**config.mk**
```make
export PLATFORM = sky130hd
export DESIGN_NAME = sample_set_statistics_flat
export DESIGN_NICKNAME = d
export VERILOG_FILES = /design/src/rtl/sss_pkg.sv /design/src/rtl/sss_in_if.sv /design/src/rtl/sss_out_if.sv /design/src/rtl/sss_div.sv /design/src/rtl/sss_dpath.sv /design/src/rtl/sss_ctrl.sv /design/src/rtl/sample_set_statistics.sv /design/src/flat_wrapper.sv
export SDC_FILE = /design/constraint.sdc
export NUM_CORES = 2
export LEC_CHECK = 0
export BUFFER_PORTS_ARGS = -buffer_cell sky130_fd_sc_hd__buf_2
export CORE_UTILIZATION = 65
export CTS_CLUSTER_SIZE = 12
export DETAILED_ROUTE_END_ITERATION = 6
export PLACE_DENSITY = 0.82
export SKIP_LAST_GASP = 1
export SLEW_MARGIN = 0
export SYNTH_ARGS = -nofsm -noshare
export SYNTH_HDL_FRONTEND = slang
export SYNTH_SLANG_ARGS = --single-unit
```
**constraint.sdc**
```tcl
create_clock -name i_clk -period 19.9 [get_ports i_clk]
set_input_delay 0.995 -clock i_clk [delete_from_list [all_inputs] [get_ports i_clk]]
set_output_delay 0.995 -clock i_clk [all_outputs]
set_load 0.01 [all_outputs]
```
**src/rtl/sss_pkg.sv**
```systemverilog
package sss_pkg;

    // field and accumulator widths
    localparam int SAMPLE_W = 24;
    localparam int SUM_W    = 29;
    localparam int SQ_W     = 52;
    localparam int EVEN_W   = 28;
    localparam int CNT_W    = 6;
    localparam int HALF_W   = CNT_W - 1;
    localparam int VAR_W    = 34;
    localparam int STATUS_W = 2;
    localparam int FRAC_W   = 12;

    // divider: dividend n*Q - S*S + den/2, divisor n*n*4096
    localparam int NUM_W = 57;
    localparam int DSR_W = 23;

    localparam int MAX_ELEMENTS_DEF = 32;

    localparam logic [VAR_W-1:0] VAR_MAX = '1;

    typedef enum logic [STATUS_W-1:0] {
        STAT_OK       = 2'd0,
        STAT_OVERFLOW = 2'd1,
        STAT_NO_EVEN  = 2'd2
    } t_status;

    typedef enum logic [3:0] {
        ST_ACCUM,
        ST_MUL,
        ST_DIFF,
        ST_RND,
        ST_VDIV_GO,
        ST_VDIV,
        ST_MDIV_GO,
        ST_MDIV,
        ST_LOAD
    } t_state;

    typedef struct packed {
        logic accum;     // input beat taken, update accumulators
        logic fin_mul;   // form n*Q, S*S, n*n*4096
        logic fin_diff;  // n*Q - S*S, floored at zero
        logic fin_rnd;   // add half the divisor
        logic div_start;
        logic div_mean;  // divider operands: even mean instead of variance
        logic cap_var;   // keep variance quotient
        logic load_out;  // fill output register and clear for next set
    } t_cmd;

    typedef struct packed {
        logic div_done;
        logic even_none;
    } t_sts;

endpackage

```
**src/rtl/sss_in_if.sv**
```systemverilog
interface sss_in_if;
    logic                                 valid;
    logic                                 ready;
    logic signed [sss_pkg::SAMPLE_W-1:0]  sample;
    logic                                 last;

    modport source(output valid, sample, last, input ready);
    modport sink(input valid, sample, last, output ready);
endinterface

```
**src/rtl/sss_out_if.sv**
```systemverilog
interface sss_out_if;
    logic                                 valid;
    logic                                 ready;
    logic signed [sss_pkg::SAMPLE_W-1:0]  maximum;
    logic signed [sss_pkg::SAMPLE_W-1:0]  minimum;
    logic signed [sss_pkg::SAMPLE_W-1:0]  even_mean;
    logic        [sss_pkg::VAR_W-1:0]     variance;
    logic        [sss_pkg::CNT_W-1:0]     element_count;
    logic        [sss_pkg::STATUS_W-1:0]  status;

    modport source(output valid, maximum, minimum, even_mean, variance, element_count,
                   status, input ready);
    modport sink(input valid, maximum, minimum, even_mean, variance, element_count,
                 status, output ready);
endinterface

```
**src/rtl/sss_div.sv**
```systemverilog
// Restoring divider, one quotient bit per cycle.
module sss_div (
    input  logic                        i_clk,
    input  logic                        i_rst_n,
    input  logic                        i_start,
    input  logic [sss_pkg::NUM_W-1:0]   i_dividend,
    input  logic [sss_pkg::DSR_W-1:0]   i_divisor,
    output logic                        o_done,
    output logic [sss_pkg::NUM_W-1:0]   o_quotient
);
    localparam int NUM_W  = sss_pkg::NUM_W;
    localparam int DSR_W  = sss_pkg::DSR_W;
    localparam int STEP_W = $clog2(NUM_W);

    logic              r_busy, n_busy;
    logic              r_done, n_done;
    logic [STEP_W-1:0] r_step, n_step;
    logic [DSR_W-1:0]  r_rem, n_rem;
    logic [DSR_W-1:0]  r_dsr, n_dsr;
    logic [NUM_W-1:0]  r_quo, n_quo;
    logic [DSR_W:0]    w_trial;
    logic              w_fits;

    assign w_trial = {r_rem, r_quo[NUM_W-1]};
    assign w_fits  = (w_trial >= {1'b0, r_dsr});

    always_comb begin
        n_busy = r_busy;
        n_done = 1'b0;
        n_step = r_step;
        n_rem  = r_rem;
        n_dsr  = r_dsr;
        n_quo  = r_quo;
        if (i_start) begin
            n_busy = 1'b1;
            n_step = '0;
            n_rem  = '0;
            n_dsr  = i_divisor;
            n_quo  = i_dividend;
        end else if (r_busy) begin
            n_rem  = w_fits ? DSR_W'(w_trial - {1'b0, r_dsr}) : w_trial[DSR_W-1:0];
            n_quo  = {r_quo[NUM_W-2:0], w_fits};
            n_step = r_step + 1'b1;
            if (r_step == STEP_W'(NUM_W - 1)) begin
                n_busy = 1'b0;
                n_done = 1'b1;
            end
        end
    end

    always_ff @(posedge i_clk) begin
        if (!i_rst_n) begin
            r_busy <= 1'b0;
            r_done <= 1'b0;
            r_step <= '0;
        end else begin
            r_busy <= n_busy;
            r_done <= n_done;
            r_step <= n_step;
        end
    end

    always_ff @(posedge i_clk) begin
        r_rem <= n_rem;
        r_dsr <= n_dsr;
        r_quo <= n_quo;
    end

    assign o_done     = r_done;
    assign o_quotient = r_quo;
endmodule

```
**src/rtl/sss_dpath.sv**
```systemverilog
// Accumulators, end-of-set arithmetic and output register.
module sss_dpath #(
    parameter int MAX_ELEMENTS = sss_pkg::MAX_ELEMENTS_DEF
) (
    input  logic                                i_clk,
    input  logic                                i_rst_n,
    input  sss_pkg::t_cmd                       i_cmd,
    output sss_pkg::t_sts                       o_sts,
    input  logic signed [sss_pkg::SAMPLE_W-1:0] i_sample,
    output logic signed [sss_pkg::SAMPLE_W-1:0] o_maximum,
    output logic signed [sss_pkg::SAMPLE_W-1:0] o_minimum,
    output logic signed [sss_pkg::SAMPLE_W-1:0] o_even_mean,
    output logic        [sss_pkg::VAR_W-1:0]    o_variance,
    output logic        [sss_pkg::CNT_W-1:0]    o_element_count,
    output logic        [sss_pkg::STATUS_W-1:0] o_status
);
    localparam int SAMPLE_W = sss_pkg::SAMPLE_W;
    localparam int SUM_W    = sss_pkg::SUM_W;
    localparam int SQ_W     = sss_pkg::SQ_W;
    localparam int EVEN_W   = sss_pkg::EVEN_W;
    localparam int CNT_W    = sss_pkg::CNT_W;
    localparam int HALF_W   = sss_pkg::HALF_W;
    localparam int VAR_W    = sss_pkg::VAR_W;
    localparam int FRAC_W   = sss_pkg::FRAC_W;
    localparam int NUM_W    = sss_pkg::NUM_W;
    localparam int DSR_W    = sss_pkg::DSR_W;

    // accumulators
    logic signed [SAMPLE_W-1:0] r_max, r_min;
    logic signed [SUM_W-1:0]    r_sum;
    logic        [SQ_W-1:0]     r_sq;
    logic signed [EVEN_W-1:0]   r_even;
    logic        [CNT_W-1:0]    r_cnt;
    logic                       r_ovf;

    // end-of-set terms
    logic [NUM_W-1:0] r_a, r_b, r_num, r_dvd;
    logic [DSR_W-1:0] r_den;
    logic [NUM_W-1:0] r_var_q;

    // output register
    logic signed [SAMPLE_W-1:0] r_o_max, r_o_min, r_o_mean;
    logic        [VAR_W-1:0]    r_o_var;
    logic        [CNT_W-1:0]    r_o_cnt;
    sss_pkg::t_status           r_o_status;

    logic                       w_room;
    logic        [SAMPLE_W-1:0] w_xmag;
    logic        [2*SAMPLE_W-1:0] w_xsq;
    logic        [SUM_W-1:0]    w_smag;
    logic        [EVEN_W-1:0]   w_emag;
    logic        [HALF_W-1:0]   w_even_n;
    logic        [CNT_W+SQ_W-1:0] w_prod_a;
    logic        [2*SUM_W-1:0]  w_prod_b;
    logic        [2*CNT_W-1:0]  w_nn;
    logic        [EVEN_W-1:0]   w_mdvd;
    logic        [NUM_W-1:0]    w_div_dvd;
    logic        [DSR_W-1:0]    w_div_dsr;
    logic                       w_div_done;
    logic        [NUM_W-1:0]    w_quo;
    logic        [SAMPLE_W-1:0] w_mq;
    logic                       w_var_sat;

    assign w_room   = (r_cnt < CNT_W'(MAX_ELEMENTS));
    assign w_xmag   = i_sample[SAMPLE_W-1] ? SAMPLE_W'(-i_sample) : i_sample;
    assign w_xsq    = w_xmag * w_xmag;
    assign w_smag   = r_sum[SUM_W-1] ? SUM_W'(-r_sum) : r_sum;
    assign w_emag   = r_even[EVEN_W-1] ? EVEN_W'(-r_even) : r_even;
    assign w_even_n = r_cnt[CNT_W-1:1];
    assign w_prod_a = r_cnt * r_sq;
    assign w_prod_b = w_smag * w_smag;
    assign w_nn     = r_cnt * r_cnt;
    assign w_mdvd   = w_emag + EVEN_W'(w_even_n >> 1);

    assign o_sts.even_none = (w_even_n == '0);
    assign o_sts.div_done  = w_div_done;

    // accumulation, cleared on reset and when a result is handed over
    always_ff @(posedge i_clk) begin
        if (!i_rst_n || i_cmd.load_out) begin
            r_max  <= '0;
            r_min  <= '0;
            r_sum  <= '0;
            r_sq   <= '0;
            r_even <= '0;
            r_cnt  <= '0;
            r_ovf  <= 1'b0;
        end else if (i_cmd.accum) begin
            if (w_room) begin
                if (r_cnt == '0 || i_sample > r_max) begin
                    r_max <= i_sample;
                end
                if (r_cnt == '0 || i_sample < r_min) begin
                    r_min <= i_sample;
                end
                r_sum <= r_sum + {{(SUM_W-SAMPLE_W){i_sample[SAMPLE_W-1]}}, i_sample};
                r_sq  <= r_sq + SQ_W'(w_xsq);
                r_cnt <= r_cnt + 1'b1;
                // this beat lands on an even position
                if (r_cnt[0]) begin
                    r_even <= r_even + {{(EVEN_W-SAMPLE_W){i_sample[SAMPLE_W-1]}}, i_sample};
                end
            end else begin
                r_ovf <= 1'b1;
            end
        end
    end

    always_ff @(posedge i_clk) begin
        if (i_cmd.fin_mul) begin
            r_a   <= w_prod_a[NUM_W-1:0];
            r_b   <= w_prod_b[NUM_W-1:0];
            r_den <= {w_nn[DSR_W-FRAC_W-1:0], FRAC_W'(0)};
        end
        if (i_cmd.fin_diff) begin
            r_num <= (r_a > r_b) ? (r_a - r_b) : '0;
        end
        if (i_cmd.fin_rnd) begin
            r_dvd <= r_num + NUM_W'(r_den >> 1);
        end
        if (i_cmd.cap_var) begin
            r_var_q <= w_quo;
        end
    end

    assign w_div_dvd = i_cmd.div_mean ? NUM_W'(w_mdvd) : r_dvd;
    assign w_div_dsr = i_cmd.div_mean ? DSR_W'(w_even_n) : r_den;

    sss_div u_div (
        .i_clk      (i_clk),
        .i_rst_n    (i_rst_n),
        .i_start    (i_cmd.div_start),
        .i_dividend (w_div_dvd),
        .i_divisor  (w_div_dsr),
        .o_done     (w_div_done),
        .o_quotient (w_quo)
    );

    assign w_mq      = w_quo[SAMPLE_W-1:0];
    assign w_var_sat = |r_var_q[NUM_W-1:VAR_W];

    always_ff @(posedge i_clk) begin
        if (i_cmd.load_out) begin
            r_o_max <= r_max;
            r_o_min <= r_min;
            r_o_cnt <= r_cnt;
            r_o_var <= w_var_sat ? sss_pkg::VAR_MAX : r_var_q[VAR_W-1:0];
            if (w_even_n == '0) begin
                r_o_mean <= '0;
            end else if (r_even[EVEN_W-1]) begin
                r_o_mean <= -w_mq;
            end else begin
                r_o_mean <= w_mq;
            end
            if (r_ovf) begin
                r_o_status <= sss_pkg::STAT_OVERFLOW;
            end else if (w_even_n == '0) begin
                r_o_status <= sss_pkg::STAT_NO_EVEN;
            end else begin
                r_o_status <= sss_pkg::STAT_OK;
            end
        end
    end

    assign o_maximum       = r_o_max;
    assign o_minimum       = r_o_min;
    assign o_even_mean     = r_o_mean;
    assign o_variance      = r_o_var;
    assign o_element_count = r_o_cnt;
    assign o_status        = r_o_status;
endmodule

```
**src/rtl/sss_ctrl.sv**
```systemverilog
// Sequencer: accumulate, then the end-of-set steps, then hand over.
module sss_ctrl (
    input  logic          i_clk,
    input  logic          i_rst_n,
    input  logic          i_in_valid,
    input  logic          i_in_last,
    output logic          o_in_ready,
    input  logic          i_out_ready,
    output logic          o_out_valid,
    output sss_pkg::t_cmd o_cmd,
    input  sss_pkg::t_sts i_sts
);
    sss_pkg::t_state r_state, n_state;
    logic            r_out_valid, n_out_valid;
    logic            w_slot_free;

    assign w_slot_free = !r_out_valid || i_out_ready;

    always_comb begin
        n_state = r_state;
        unique case (r_state)
            sss_pkg::ST_ACCUM: begin
                if (i_in_valid && i_in_last) begin
                    n_state = sss_pkg::ST_MUL;
                end
            end
            sss_pkg::ST_MUL:     n_state = sss_pkg::ST_DIFF;
            sss_pkg::ST_DIFF:    n_state = sss_pkg::ST_RND;
            sss_pkg::ST_RND:     n_state = sss_pkg::ST_VDIV_GO;
            sss_pkg::ST_VDIV_GO: n_state = sss_pkg::ST_VDIV;
            sss_pkg::ST_VDIV: begin
                if (i_sts.div_done) begin
                    n_state = i_sts.even_none ? sss_pkg::ST_LOAD : sss_pkg::ST_MDIV_GO;
                end
            end
            sss_pkg::ST_MDIV_GO: n_state = sss_pkg::ST_MDIV;
            sss_pkg::ST_MDIV: begin
                if (i_sts.div_done) begin
                    n_state = sss_pkg::ST_LOAD;
                end
            end
            sss_pkg::ST_LOAD: begin
                if (w_slot_free) begin
                    n_state = sss_pkg::ST_ACCUM;
                end
            end
            default: n_state = sss_pkg::ST_ACCUM;
        endcase
    end

    always_comb begin
        o_cmd      = '0;
        o_in_ready = 1'b0;
        unique case (r_state)
            sss_pkg::ST_ACCUM: begin
                o_in_ready  = 1'b1;
                o_cmd.accum = i_in_valid;
            end
            sss_pkg::ST_MUL:     o_cmd.fin_mul  = 1'b1;
            sss_pkg::ST_DIFF:    o_cmd.fin_diff = 1'b1;
            sss_pkg::ST_RND:     o_cmd.fin_rnd  = 1'b1;
            sss_pkg::ST_VDIV_GO: o_cmd.div_start = 1'b1;
            sss_pkg::ST_VDIV:    o_cmd.cap_var  = i_sts.div_done;
            sss_pkg::ST_MDIV_GO: begin
                o_cmd.div_start = 1'b1;
                o_cmd.div_mean  = 1'b1;
            end
            sss_pkg::ST_MDIV: ;
            sss_pkg::ST_LOAD:    o_cmd.load_out = w_slot_free;
            default: ;
        endcase
    end

    always_comb begin
        n_out_valid = r_out_valid;
        if (o_cmd.load_out) begin
            n_out_valid = 1'b1;
        end else if (i_out_ready) begin
            n_out_valid = 1'b0;
        end
    end

    always_ff @(posedge i_clk) begin
        if (!i_rst_n) begin
            r_state     <= sss_pkg::ST_ACCUM;
            r_out_valid <= 1'b0;
        end else begin
            r_state     <= n_state;
            r_out_valid <= n_out_valid;
        end
    end

    assign o_out_valid = r_out_valid;
endmodule

```
**src/rtl/sample_set_statistics.sv**
```systemverilog
// Sample set statistics. Signed Q12.12 samples arrive one beat per cycle on
// i_in, the final sample of a set flagged by last. Only the first
// MAX_ELEMENTS samples of a set count; extra ones are dropped and the result
// carries status 1. After the last beat one result beat leaves on o_out:
// maximum, minimum, the mean of the samples at even positions (second,
// fourth, ...; rounded to nearest, ties away from zero, 0 with status 2 for a
// one-sample set), the population variance around the mean of all samples
// in Q22.12 (rounded, saturating at all ones) and the sample count.
// Samples stream at one beat per cycle. After the last beat the input stalls
// for the end-of-set steps and the shared one-bit-per-cycle divider, which
// does the 57-bit variance division and then, when there is an even mean to
// form, the mean division.
// The result sits in an output register, so the next set may start while it
// waits to be taken; only a second finished set waits for it.
module sample_set_statistics #(
    parameter int MAX_ELEMENTS = sss_pkg::MAX_ELEMENTS_DEF
) (
    input  logic      i_clk,
    input  logic      i_rst_n,
    sss_in_if.sink    i_in,
    sss_out_if.source o_out
);
    sss_pkg::t_cmd w_cmd;
    sss_pkg::t_sts w_sts;

    // sequencer
    sss_ctrl u_ctrl (
        .i_clk       (i_clk),
        .i_rst_n     (i_rst_n),
        .i_in_valid  (i_in.valid),
        .i_in_last   (i_in.last),
        .o_in_ready  (i_in.ready),
        .i_out_ready (o_out.ready),
        .o_out_valid (o_out.valid),
        .o_cmd       (w_cmd),
        .i_sts       (w_sts)
    );

    // accumulators, end-of-set arithmetic, divider and result register
    sss_dpath #(
        .MAX_ELEMENTS (MAX_ELEMENTS)
    ) u_dpath (
        .i_clk           (i_clk),
        .i_rst_n         (i_rst_n),
        .i_cmd           (w_cmd),
        .o_sts           (w_sts),
        .i_sample        (i_in.sample),
        .o_maximum       (o_out.maximum),
        .o_minimum       (o_out.minimum),
        .o_even_mean     (o_out.even_mean),
        .o_variance      (o_out.variance),
        .o_element_count (o_out.element_count),
        .o_status        (o_out.status)
    );
endmodule

```
**src/flat_wrapper.sv**
```systemverilog
// flat-port wrapper written by rule: the top's interface ports become plain ports
module sample_set_statistics_flat 
#(
    parameter int MAX_ELEMENTS = sss_pkg::MAX_ELEMENTS_DEF
)
  (i_clk, i_rst_n, i_in_valid, i_in_sample, i_in_last, i_in_ready, o_out_valid, o_out_maximum, o_out_minimum, o_out_even_mean, o_out_variance, o_out_element_count, o_out_status, o_out_ready);
  sss_in_if i_in_i ();
  sss_out_if o_out_i ();
  input  logic i_clk;
  input  logic i_rst_n;
  input wire logic [$bits(i_in_i.valid)-1:0] i_in_valid;
  input wire logic [$bits(i_in_i.sample)-1:0] i_in_sample;
  input wire logic [$bits(i_in_i.last)-1:0] i_in_last;
  output wire logic [$bits(i_in_i.ready)-1:0] i_in_ready;
  output wire logic [$bits(o_out_i.valid)-1:0] o_out_valid;
  output wire logic [$bits(o_out_i.maximum)-1:0] o_out_maximum;
  output wire logic [$bits(o_out_i.minimum)-1:0] o_out_minimum;
  output wire logic [$bits(o_out_i.even_mean)-1:0] o_out_even_mean;
  output wire logic [$bits(o_out_i.variance)-1:0] o_out_variance;
  output wire logic [$bits(o_out_i.element_count)-1:0] o_out_element_count;
  output wire logic [$bits(o_out_i.status)-1:0] o_out_status;
  input wire logic [$bits(o_out_i.ready)-1:0] o_out_ready;
  assign i_in_i.valid = i_in_valid;
  assign i_in_i.sample = i_in_sample;
  assign i_in_i.last = i_in_last;
  assign i_in_ready = i_in_i.ready;
  assign o_out_valid = o_out_i.valid;
  assign o_out_maximum = o_out_i.maximum;
  assign o_out_minimum = o_out_i.minimum;
  assign o_out_even_mean = o_out_i.even_mean;
  assign o_out_variance = o_out_i.variance;
  assign o_out_element_count = o_out_i.element_count;
  assign o_out_status = o_out_i.status;
  assign o_out_i.ready = o_out_ready;
  sample_set_statistics #(.MAX_ELEMENTS(MAX_ELEMENTS)) u_core (.i_clk(i_clk), .i_rst_n(i_rst_n), .i_in(i_in_i), .o_out(o_out_i));
endmodule
```
==> results.ini <==
[run_status]
status=finished with violations
failed_checks=DRC

[timing]
setup_viol=0
relSlewSlack_pct=14.06
hold_slack_ps=418.8
finClkSkew_ps=57.58
fin_tns_setup_ps=0
final-hold-violation-count=0
drv_slew=0
fin_crit_sh_pct=57.79
grt_setup_unrepaired=false
fmax_mhz=86.96
period_needed_ps=11500
tightest_slew_ps=1257

[layout]
syn_to_final_growth_pct=5.815
finish.utilization_pct=69.45
nNetsFinal=11100
fill_cells=9783
drive_gt1_share_pct=4.794

[critical_path]
endpoint_kind=flip-flop
r2r_start=u_core.u_dpath.r_sum[0]
crit_path_top_delay_cell=a2111oi_0
crit_type=input port to flip-flop
critPathRequiredTime_ps=20410
worstPathArrival_ps=12010
critPathLaunch=i_in_sample[0]
cp_common_cell=fa_1
startpoint_type=input port
crit_path_max_fanout=18
critPathMaxStageDelay_ps=1130

[cts]
worst_skew_pair.late_latency_ps=690
cts_root_buf=clkbuf_16
path_clk_slew_ps=60
clockBufferDepth=3
holdBufCountCts=0
postCtsSetupBuffers=0
cts.sink_count=680
cts_buffers=74
cts_tree=yes
htreeDepth=3
postCtsResizedCells=0

[flow_run]
drv_cap=0

[floorplanning]
die_w_um=364.1
die_y_um=364.1
die-area_um2=132500
io_pins=145
fp-row-count=132
core_um2=129800
start_util_pct=65.63

[synth]
synth.most_common_cell=inv_1
ys_seq_area_share_pct=21.62
synth_area_leaders=fa_1 31%, edfxtp_1 17%, ha_1 10%, inv_1 8.1%, nand2_1 4.9%
ys.flop_type=edfxtp_1
synth_edf_count=480
synth.distinct_cells=105
yosys_register_bits=680
postSynthCellCount=9007
yosys_warnings=0
synth_top_area_cell=fa_1
syn_avg_cell_area_um2=9.460
synth_commonest_cells=1831 x inv_1, 1330 x fa_1, 1101 x nand2_1, 691 x ha_1, 653 x nor2_1
async_reset_ff_share_pct=0
synth_area_um2=85200
yosysTopAreaCellShare_pct=31.25

[grt]
antenna_found_initial=14
grt_remaining_overflow=0
grt_max_degree=86
grt_pass1_vias=67230
grt_pass1_wl_um=362100
track_usage_pct=35.48

[detailed_routing]
drt-initial-drc-count=5799
dr.pass1.iters=7
wl_um=228100
postRouteAntennaNets=0
drcViolationCount=1
vias=63930
routedWlPerCell_um=21.05
via_per_inst=5.900

[hold_path]
worstHoldStart=u_core.u_dpath.r_num[10]
hold_path_class=flip-flop to flip-flop

[placed_design]
gp_congestion=1.008
hpwl_um=180200
io_buffers=144

==> final timing paths <==
path	to	slack [ps]	cells past startpoint
max	u_core.u_dpath.r_sq[51]	8400	29
min reg2reg	u_core.u_dpath.r_dvd[10]	420	0
max reg2reg	u_core.u_dpath.r_b[42]	8750	33
min	u_core.u_dpath.r_dvd[10]	420	0
==> cell families (layout without fill, tap and decap cells) <==
kind of cell,after synthesis,count (layout),synth area share [%]
AO/OA/AOI/OAI,1177,1177,9.033
XOR/XNOR,435,435,4.480
adder cells (fa/ha/maj),2021,2021,41.40
buffers and inverters,2156,2207,9.553
flip-flops,680,680,21.62
multiplexers,96,96,1.132
other,2,39,0.008814
AND/OR/NAND/NOR,2440,2440,12.78
==> worst max-delay path: cells and delay by family <==
| kind | cells | cell delay (ps) |
|---|---|---|
| AND/OR/NAND/NOR | 4 | 860 |
| buffers and inverters | 6 | 2130 |
| adder cells (fa/ha/maj) | 9 | 4160 |
| XOR/XNOR | 1 | 930 |
| AO/OA/AOI/OAI | 9 | 2900 |
==> layer usage <==
layer  global-route usage [%]  up-vias  wire length, um  part of all wire (%)
li1                         -    28620                -                     -
met1                    45.04    31450            86710                    38
met2                    58.15     3107           106500                    47
met3                    7.212      740            21850                   9.6
met4                    17.39       18            12870                   5.6
met5                        0        -              129                 0.057
==> through the flow <==
step | cells | setup WS, ps | instance area, um^2
floorplan | 9043 | 5602 | 85340
global placement | 10710 | 8376 | 87880
CTS | 10840 | 8779 | 90160
global route | 10840 | 8041 | 90160
finish | 10840 | 8401 | 90160
detailed placement | 10710 | 8083 | 87880
==> registers in the layout, summed over array words and instances, names as in the netlist, 34 cells and up <==
signal / cells
u_core.u_dpath.o_variance: 34
u_core.u_dpath.r_a: 57
u_core.u_dpath.r_b: 56
u_core.u_dpath.r_dvd: 57
u_core.u_dpath.r_num: 57
u_core.u_dpath.r_sq: 52
u_core.u_dpath.r_var_q: 57
u_core.u_dpath.u_div.o_quotient: 57
==> placed cells by master (no fill, tap or decap), drive strengths merged, types with 168 or more instances in the layout <==
master	count
xor2	168
a21o	201
o21ai	234
a21oi	359
inv	1836
ha	691
dfxtp	200
nand2	1103
fa	1330
nor2	653
edfxtp	480
buf	234
xnor2	267
==> cell type report <==
class	instances	area (um^2)	area share (%)
Antenna cell	1	2.502	0.002776
Clock buffer	100	1989	2.207
Clock inverter	24	284.0	0.3150
Inverter	1849	6943	7.701
Multi-Input combinational cell	6207	58940	65.37
Sequential cell	680	18430	20.44
Tap cell	1742	2180	2.418
Timing Repair Buffer	234	1396	1.549
Power is left out: the tool's default activity adds up to more than one toggle a clock period on the data nets, which glitch-free logic cannot reach.
